**src/hdl/patu_pkg.sv**
```systemverilog
// Package for the paged address translation unit.
// Holds operation and status codes, mode codes and fixed masks.
// No dependencies; used by the core and by its checker.
package patu_pkg;

  typedef enum logic [1:0] {
    OP_FETCH     = 2'd0,
    OP_DATA      = 2'd1,
    OP_REG_READ  = 2'd2,
    OP_REG_WRITE = 2'd3
  } op_t;

  typedef enum logic [2:0] {
    ST_OK           = 3'd0,
    ST_NON_RESIDENT = 3'd1,
    ST_LENGTH       = 3'd2,
    ST_READ_ONLY    = 3'd3,
    ST_BUS_ERROR    = 3'd4
  } status_t;

  // Processor modes
  localparam logic [1:0] MODE_KERNEL     = 2'd0;
  localparam logic [1:0] MODE_SUPERVISOR = 2'd1;
  localparam logic [1:0] MODE_ILLEGAL    = 2'd2;
  localparam logic [1:0] MODE_USER       = 2'd3;

  // Configuration register indexes
  localparam logic CFG_MMU_ENABLE = 1'b0;
  localparam logic CFG_DATA_SPACE = 1'b1;

  // Pass-through relocation of the I/O page
  localparam logic [15:0] IO_PAGE  = 16'o170000;
  localparam logic [18:0] IO_RELOC = 19'o600000;

  // Descriptor written bit and fault status abort bits
  localparam logic [15:0] WRITTEN_MASK  = 16'h0040;
  localparam logic [15:0] ABORT_NON_RES = 16'h8000;
  localparam logic [15:0] ABORT_LENGTH  = 16'h4000;
  localparam logic [15:0] ABORT_RD_ONLY = 16'h2000;

endpackage

```
**src/hdl/paged_address_translation_unit_core.sv**
```systemverilog
// Paged address translation unit: top level.
// Uses patu_pkg for codes and masks.
//
// Usage:
//   Configuration is written through cfg_write / cfg_index / cfg_data while
//   the unit is idle: index 0 turns translation on, index 1 selects which
//   modes (bit0 user, bit1 supervisor, bit2 kernel) use separate data pages.
//   Each input word on the in_valid/in_ready channel either translates a
//   virtual address (fetch or data access) or reads or writes one page
//   address or page descriptor word. Every input word gives exactly one
//   output word on out_valid/out_ready with the physical address, the abort
//   status, register read data, the fault status word and the fault PC.
//   out_valid rises once a word has passed the input register and then the
//   output register; one word is accepted per cycle unless the receiver
//   stalls. The page tables are two 64-entry memories read at acceptance
//   and written back when the word moves into the output register; a
//   write-to-read bypass keeps back-to-back words on the same page exact.
//   Reset clears the configuration, the fault registers and the per-entry
//   valid bits, so every page word reads as zero until written.
//   When the receiver stalls, the output register holds and the input stage
//   holds its word; in_ready drops only once both are full.
module paged_address_translation_unit_core import patu_pkg::*; (
  input  logic        clk,
  input  logic        rst,
  input  logic        cfg_write,
  input  logic        cfg_index,
  input  logic [2:0]  cfg_data,
  input  logic        in_valid,
  output logic        in_ready,
  input  logic [1:0]  operation,
  input  logic [15:0] virtual_address,
  input  logic        is_write,
  input  logic [1:0]  mode,
  input  logic [15:0] current_pc,
  input  logic        reg_space,
  input  logic        reg_kind,
  input  logic [2:0]  reg_page,
  input  logic [15:0] write_value,
  output logic        out_valid,
  input  logic        out_ready,
  output logic [18:0] physical_address,
  output logic [2:0]  status,
  output logic [15:0] read_data,
  output logic [15:0] status_word,
  output logic [15:0] fault_pc
);

  // Configuration
  logic       mmu_enable;
  logic [2:0] data_space_enable;

  // Input stage
  logic        s1_valid;
  op_t         s1_op;
  logic [15:0] s1_va;
  logic        s1_wr;
  logic [1:0]  s1_mode;
  logic [15:0] s1_pc;
  logic        s1_kind;
  logic [15:0] s1_wval;
  logic [5:0]  s1_idx;

  // Page memories, valid bits and bypass
  logic [15:0] pdr_mem [64];
  logic [15:0] par_mem [64];
  logic [63:0] pdr_vld;
  logic [63:0] par_vld;
  logic [15:0] pdr_rd, par_rd;
  logic        pdr_hit, par_hit;
  logic [15:0] pdr_byp, par_byp;
  logic        pdr_ok, par_ok;
  logic [15:0] pdr_q, par_q;

  // Fault registers
  logic [15:0] fault_status;
  logic [15:0] fault_pc_reg;

  // Output register
  logic [18:0] out_pa;
  status_t     out_st;
  logic [15:0] out_rdata;
  logic [15:0] out_sw;
  logic [15:0] out_fpc;

  // Combinational
  logic        accept;
  logic        s1_adv;
  logic        ds_sel;
  logic        in_is_reg;
  logic [5:0]  rd_idx;
  logic        pdr_we, par_we;
  logic        pdr_wen, par_wen;
  logic [15:0] pdr_wd;
  logic [18:0] pa_next;
  status_t     st_next;
  logic [15:0] rdata_next;
  logic [15:0] fs_next;
  logic [15:0] fpc_next;
  logic [15:0] abort_mask;
  logic        fault;
  logic [6:0]  blk;
  logic [6:0]  len;
  logic [12:0] base_sum;

  // Handshake
  assign s1_adv   = s1_valid && (!out_valid || out_ready);
  assign in_ready = !s1_valid || s1_adv;
  assign accept   = in_valid && in_ready;

  // Write configuration
  always_ff @(posedge clk) begin
    if (rst) begin
      mmu_enable        <= 1'b0;
      data_space_enable <= 3'd0;
    end else if (cfg_write) begin
      case (cfg_index)
        CFG_MMU_ENABLE: mmu_enable        <= cfg_data[0];
        CFG_DATA_SPACE: data_space_enable <= cfg_data;
        default: ;
      endcase
    end
  end

  // Pick the data space for a data access in this mode
  always_comb begin
    case (mode)
      MODE_USER:       ds_sel = data_space_enable[0];
      MODE_SUPERVISOR: ds_sel = data_space_enable[1];
      MODE_KERNEL:     ds_sel = data_space_enable[2];
      default:         ds_sel = 1'b1;
    endcase
  end

  // Form the table index of the incoming word
  assign in_is_reg = (operation == OP_REG_READ) || (operation == OP_REG_WRITE);
  assign rd_idx = in_is_reg ? {reg_space, mode, reg_page}
                            : {(operation == OP_DATA) && ds_sel, mode, virtual_address[15:13]};

  // Capture the input word
  always_ff @(posedge clk) begin
    if (rst) begin
      s1_valid <= 1'b0;
    end else if (in_ready) begin
      s1_valid <= in_valid;
    end
  end

  always_ff @(posedge clk) begin
    if (accept) begin
      s1_op   <= op_t'(operation);
      s1_va   <= virtual_address;
      s1_wr   <= is_write;
      s1_mode <= mode;
      s1_pc   <= current_pc;
      s1_kind <= reg_kind;
      s1_wval <= write_value;
      s1_idx  <= rd_idx;
    end
  end

  // Page memories: write back from the input stage, read at acceptance
  assign pdr_wen = s1_adv && pdr_we;
  assign par_wen = s1_adv && par_we;

  always_ff @(posedge clk) begin
    if (pdr_wen) pdr_mem[s1_idx] <= pdr_wd;
    if (accept)  pdr_rd <= pdr_mem[rd_idx];
  end

  always_ff @(posedge clk) begin
    if (par_wen) par_mem[s1_idx] <= s1_wval;
    if (accept)  par_rd <= par_mem[rd_idx];
  end

  // Mark entries written since reset
  always_ff @(posedge clk) begin
    if (rst) begin
      pdr_vld <= '0;
      par_vld <= '0;
    end else begin
      if (pdr_wen) pdr_vld[s1_idx] <= 1'b1;
      if (par_wen) par_vld[s1_idx] <= 1'b1;
    end
  end

  // Bypass a write-back to the entry being read in the same cycle
  always_ff @(posedge clk) begin
    if (accept) begin
      pdr_hit <= pdr_wen && (s1_idx == rd_idx);
      par_hit <= par_wen && (s1_idx == rd_idx);
      pdr_byp <= pdr_wd;
      par_byp <= s1_wval;
      pdr_ok  <= pdr_vld[rd_idx];
      par_ok  <= par_vld[rd_idx];
    end
  end

  assign pdr_q = pdr_hit ? pdr_byp : (pdr_ok ? pdr_rd : 16'h0000);
  assign par_q = par_hit ? par_byp : (par_ok ? par_rd : 16'h0000);

  // Translate or access the page registers
  assign blk      = s1_va[12:6];
  assign len      = pdr_q[14:8];
  assign base_sum = {6'd0, blk} + {1'b0, par_q[11:0]};

  always_comb begin
    pa_next    = '0;
    st_next    = ST_OK;
    rdata_next = '0;
    pdr_we     = 1'b0;
    par_we     = 1'b0;
    pdr_wd     = pdr_q;
    fault      = 1'b0;
    abort_mask = '0;
    case (s1_op)
      OP_REG_READ, OP_REG_WRITE: begin
        if (s1_mode == MODE_ILLEGAL) begin
          st_next = ST_BUS_ERROR;
        end else if (s1_op == OP_REG_READ) begin
          rdata_next = s1_kind ? par_q : pdr_q;
        end else begin
          pdr_we = 1'b1;
          par_we = s1_kind;
          pdr_wd = (s1_kind ? pdr_q : s1_wval) & ~WRITTEN_MASK;
        end
      end
      default: begin
        if (!mmu_enable) begin
          pa_next = (s1_va >= IO_PAGE) ? {3'b000, s1_va} + IO_RELOC : {3'b000, s1_va};
        end else if (s1_wr && (pdr_q[2:1] != 2'b11)) begin
          st_next    = ST_READ_ONLY;
          fault      = 1'b1;
          abort_mask = ABORT_RD_ONLY;
        end else if (!pdr_q[1]) begin
          st_next    = ST_NON_RESIDENT;
          fault      = 1'b1;
          abort_mask = ABORT_NON_RES;
        end else if ((pdr_q[3] && (blk < len)) || (!pdr_q[3] && (blk > len))) begin
          st_next    = ST_LENGTH;
          fault      = 1'b1;
          abort_mask = ABORT_LENGTH;
        end else begin
          pa_next = {base_sum, s1_va[5:0]};
          if (s1_wr) begin
            pdr_we = 1'b1;
            pdr_wd = pdr_q | WRITTEN_MASK;
          end
        end
      end
    endcase
  end

  // Record a fault: abort bit, page and mode
  always_comb begin
    fs_next  = fault_status;
    fpc_next = fault_pc_reg;
    if (fault) begin
      fs_next      = abort_mask | 16'h0001;
      fs_next[3:1] = s1_va[15:13];
      fs_next[6:5] = s1_mode;
      fpc_next     = s1_pc;
    end
  end

  always_ff @(posedge clk) begin
    if (rst) begin
      fault_status <= '0;
      fault_pc_reg <= '0;
    end else if (s1_adv) begin
      fault_status <= fs_next;
      fault_pc_reg <= fpc_next;
    end
  end

  // Output register: load on advance, drop when taken
  always_ff @(posedge clk) begin
    if (rst) begin
      out_valid <= 1'b0;
    end else if (s1_adv) begin
      out_valid <= 1'b1;
    end else if (out_ready) begin
      out_valid <= 1'b0;
    end
  end

  always_ff @(posedge clk) begin
    if (s1_adv) begin
      out_pa    <= pa_next;
      out_st    <= st_next;
      out_rdata <= rdata_next;
      out_sw    <= {fs_next[15:1], mmu_enable};
      out_fpc   <= fpc_next;
    end
  end

  assign physical_address = out_pa;
  assign status           = out_st;
  assign read_data        = out_rdata;
  assign status_word      = out_sw;
  assign fault_pc         = out_fpc;

endmodule

```
**config.mk**
```make
export PLATFORM = sky130hd
export DESIGN_NAME = paged_address_translation_unit_core
export DESIGN_NICKNAME = d
export VERILOG_FILES = /design/src/hdl/patu_pkg.sv /design/src/hdl/paged_address_translation_unit_core.sv
export SDC_FILE = /design/constraint.sdc
export NUM_CORES = 2
export LEC_CHECK = 0
export ABC_AREA = 1
export BUFFER_PORTS_ARGS = -buffer_cell sky130_fd_sc_hd__buf_2
export CAP_MARGIN = 10
export CORE_ASPECT_RATIO = 0.5
export CORE_MARGIN = 2
export CORE_UTILIZATION = 57
export DETAILED_ROUTE_END_ITERATION = 12
export HOLD_SLACK_MARGIN = 0.06
export PLACE_DENSITY = 0.76
export SLEW_MARGIN = 20
export SYNTH_ARGS = -nofsm -noshare
export SYNTH_HDL_FRONTEND = slang
export SYNTH_SLANG_ARGS = --single-unit
```
**constraint.sdc**
```tcl
create_clock -name clk -period 4.8 [get_ports clk]
set_input_delay 0.48 -clock clk [delete_from_list [all_inputs] [get_ports clk]]
set_output_delay 0.48 -clock clk [all_outputs]
set_load 0.1 [all_outputs]
```
==> run_results.csv <==
group,metric,value,unit
outcome,status,"completed",
floorplanning,rows,105,
global_routing,grt_max_degree,209,
detailed_routing,finalWirelength,268,mm
floorplanning,die_y,293,um
cells_and_area,fin_nets,7678,
logic_synthesis,synth_edf_count,2244,
logic_synthesis,yosysWarnings,0,
floorplanning,start_util,57.8,%
floorplanning,core-area,165000,sq um
timing,setup_violations,0,
global_routing,overflow,0,
global_routing,grt_pass1_wl,387,mm
clock_tree,clock-sinks,2409,
timing,rsz0062_at_grt,"false",
global_routing,grt_usage,30.8,%
cells_and_area,nFillCells,11500,
logic_synthesis,synth_cells,7266,
run,drv_cap,0,
detailed_routing,wl_per_cell,26.8,um
timing,fin_ws,0.447,ns
clock_tree,h-tree-depth,4,
power_and_ir_drop,ir_drop,0.308,mV
timing,worst_pin_slew,1.29,ns
hold_path,hold_class,"in2reg",
setup_path,critPathLaunchType,"register",
global_routing,grt_util_met3,8.78,%
global_routing,antenna_found_initial,11,
placement,globalplace.congestion,0.987,
cells_and_area,top_regs,"par_mem x1024, pdr_mem x1024",
floorplanning,die_w,582,um
clock_tree,cts_resized,0,
detailed_routing,drc_errors,0,
power_and_ir_drop,total_leakage_power,0.0353,uW
setup_path,rr_startpoint,"pdr_hit",
clock_tree,root_buffer,"clkbuf_16",
power_and_ir_drop,power_density,414,nW/um^2
setup_path,crit_fanout,65,
clock_tree,cts-buffers-inserted,199,
logic_synthesis,ys_ff_latch,2409,
timing,fmax,230,MHz
clock_tree,cts_tree,"built",
timing,post-route-min-period,4.35,ns
cells_and_area,drive_gt1_share,10.1,%
clock_tree,clk_latency,0.86,ns
logic_synthesis,async_flop_share,0,%
floorplanning,ios,139,
global_routing,busiest_layer,"met2",
placement,dpl.hpwl,157,mm
logic_synthesis,synth_flop_cell,"edfxtp_1",
timing,final_hold_viol_count,0,
timing,slew_violations,0,
cells_and_area,final_cells,9967,
setup_path,worst-setup-path-type,"reg2reg",
detailed_routing,drt_iter0_drc,11000,
timing,max_slew_margin,14.0,%
cells_and_area,area_delta_synth_final,12.1,%
placement,placed_cells,9527,
placement,dpl_worst_slack,0.551,ns
global_routing,grt_pass1_vias,59400,
setup_path,required,5.29,ns
detailed_routing,dr.pass1.iters,6,
clock_tree,ctsLongestPathBuffers,3,
detailed_routing,num_vias,64000,
logic_synthesis,synth.cell_area,95200,sq um
clock_tree,clkTransAtPathRegs,0.07,ns
setup_path,critPathArrivalTime,4.84,ns
timing,period_share,90.7,%
logic_synthesis,ys_types,54,
global_routing,use_met2,45.7,%
hold_path,hp-start,"cfg_index",
detailed_routing,drtAntennaViolNets,0,
global_routing,use_met1,43.8,%
floorplanning,die-area,171000,sq um
placement,numPortBuffers,138,
setup_path,cp-startpoint,"pdr_hit",
timing,tns,0,ns
logic_synthesis,ys_seq_area_share,74.2,%
setup_path,cp-end-kind,"register",
logic_synthesis,syn_area_per_cell,13.1,sq um
cells_and_area,fin_util,64.7,%
timing,finalClockSkew,0.0433,ns
detailed_routing,vias_per_cell,6.42,
power_and_ir_drop,power,44200,uW
## area by class of cell
| cell class | count | area (sq um) | area share, % |
|---|---|---|---|
| flip-flops and latches | 2409 | 70700 | 66.2 |
| multi-input cells | 4288 | 22300 | 20.9 |
| diodes | 9 | 22.5 | 0.0211 |
| inverters | 280 | 1100 | 1.03 |
| clock buffers | 285 | 5590 | 5.24 |
| clock inverters | 84 | 848 | 0.795 |
| well taps | 2193 | 2740 | 2.57 |
| repair buffers | 419 | 3490 | 3.27 |
## worst paths after layout
kind | endpoint | slack, ns | cells past startpoint
min | data_space_enable[0] | 0.13 | 4
max | pdr_mem[33][2] | 0.45 | 15
min reg2reg | par_vld[16] | 0.42 | 2
max reg2reg | pdr_mem[33][2] | 0.45 | 15
## per-stage QoR
step	instance area [sq um]	hold WS, ns
6_report	107000	0.126
5_1_grt	107000	0.159
4_1_cts	107000	0.0767
3_5_place_dp	99700	0.410
3_3_place_gp	99700	0.407
2_1_floorplan	96200	0.400
## cells in the mapped netlist, types with 125 or more instances
cell type	instances	area [sq um]
edfxtp_1	2244	67400
nor2_1	1333	5000
o21ai_0	1104	5530
clkbuf_1	341	1280
o211ai_1	288	2160
nand3_1	281	1410
inv_1	264	991
o221ai_1	258	2260
o22ai_1	255	1600
nand2_1	175	657
dfxtp_1	165	3300
buf_2	145	726
a21oi_1	125	626
## cells in the final DEF (no fill, tap or decap), drive strengths merged, types with 2 or more instances in the layout
| cell | count |
|---|---|
| nor2 | 1335 |
| mux2 | 6 |
| o22ai | 255 |
| nand2 | 183 |
| bufinv | 15 |
| nand4 | 5 |
| a22oi | 10 |
| xnor2 | 2 |
| nor3 | 38 |
| o21bai | 2 |
| inv | 280 |
| a21oi | 126 |
| nand3 | 332 |
| or2 | 5 |
| xor2 | 4 |
| clkinv | 66 |
| o221ai | 258 |
| a31oi | 3 |
| edfxtp | 2244 |
| a221oi | 5 |
| dfxtp | 165 |
| o211ai | 288 |
| clkinvlp | 3 |
| conb | 256 |
| buf | 357 |
| a22o | 16 |
| diode | 9 |
| o21ai | 1138 |
| ha | 13 |
| dlygate4sd3 | 61 |
| clkbuf | 286 |
## critical path, stage by stage, from the launching register on
cell,delay [ns]
edfxtp_1,0.60
inv_4,0.07
nand2_2,0.07
inv_2,0.13
a22oi_1,0.42
ha_1,0.33
nand2_1,0.09
inv_1,0.05
a221oi_1,0.36
nand3_1,0.17
nand2_2,0.14
nand4_2,0.15
nand2_4,0.11
buf_12,0.41
nand3_1,0.20
inv_1,0.59
## routing by layer
layer  up-vias  share of wire (%)
met5         -              0.049
met4        10                3.7
met3       575                 15
met2      4686                 44
met1     31200                 38
li1      27500                  -
## timing repair
item	CTS	global route
hold endpoints to repair	66	0
setup buffers	0	0
hold buffers	61	0
## power breakdown
group | leakage, uW | total (uW) | switching (uW) | internal (uW)
clock | 0.00314 | 16400 | 7450 | 8920
sequential | 0.0219 | 23600 | 140 | 23400
combinational | 0.0103 | 4220 | 3250 | 970
total | 0.0353 | 44200 | 10800 | 33300
## cells by family after synthesis
family	share of synthesized area (%)
AO/OA/AOI/OAI	13.4
XOR/XNOR	0.0552
adder cells (fa/ha/maj)	0.192
buffers and inverters	3.75
flip-flops	74.2
multiplexers	0.0709
other	0.00394
AND/OR/NAND/NOR	8.33
No activity file was read; power rests on OpenSTA's default activity.
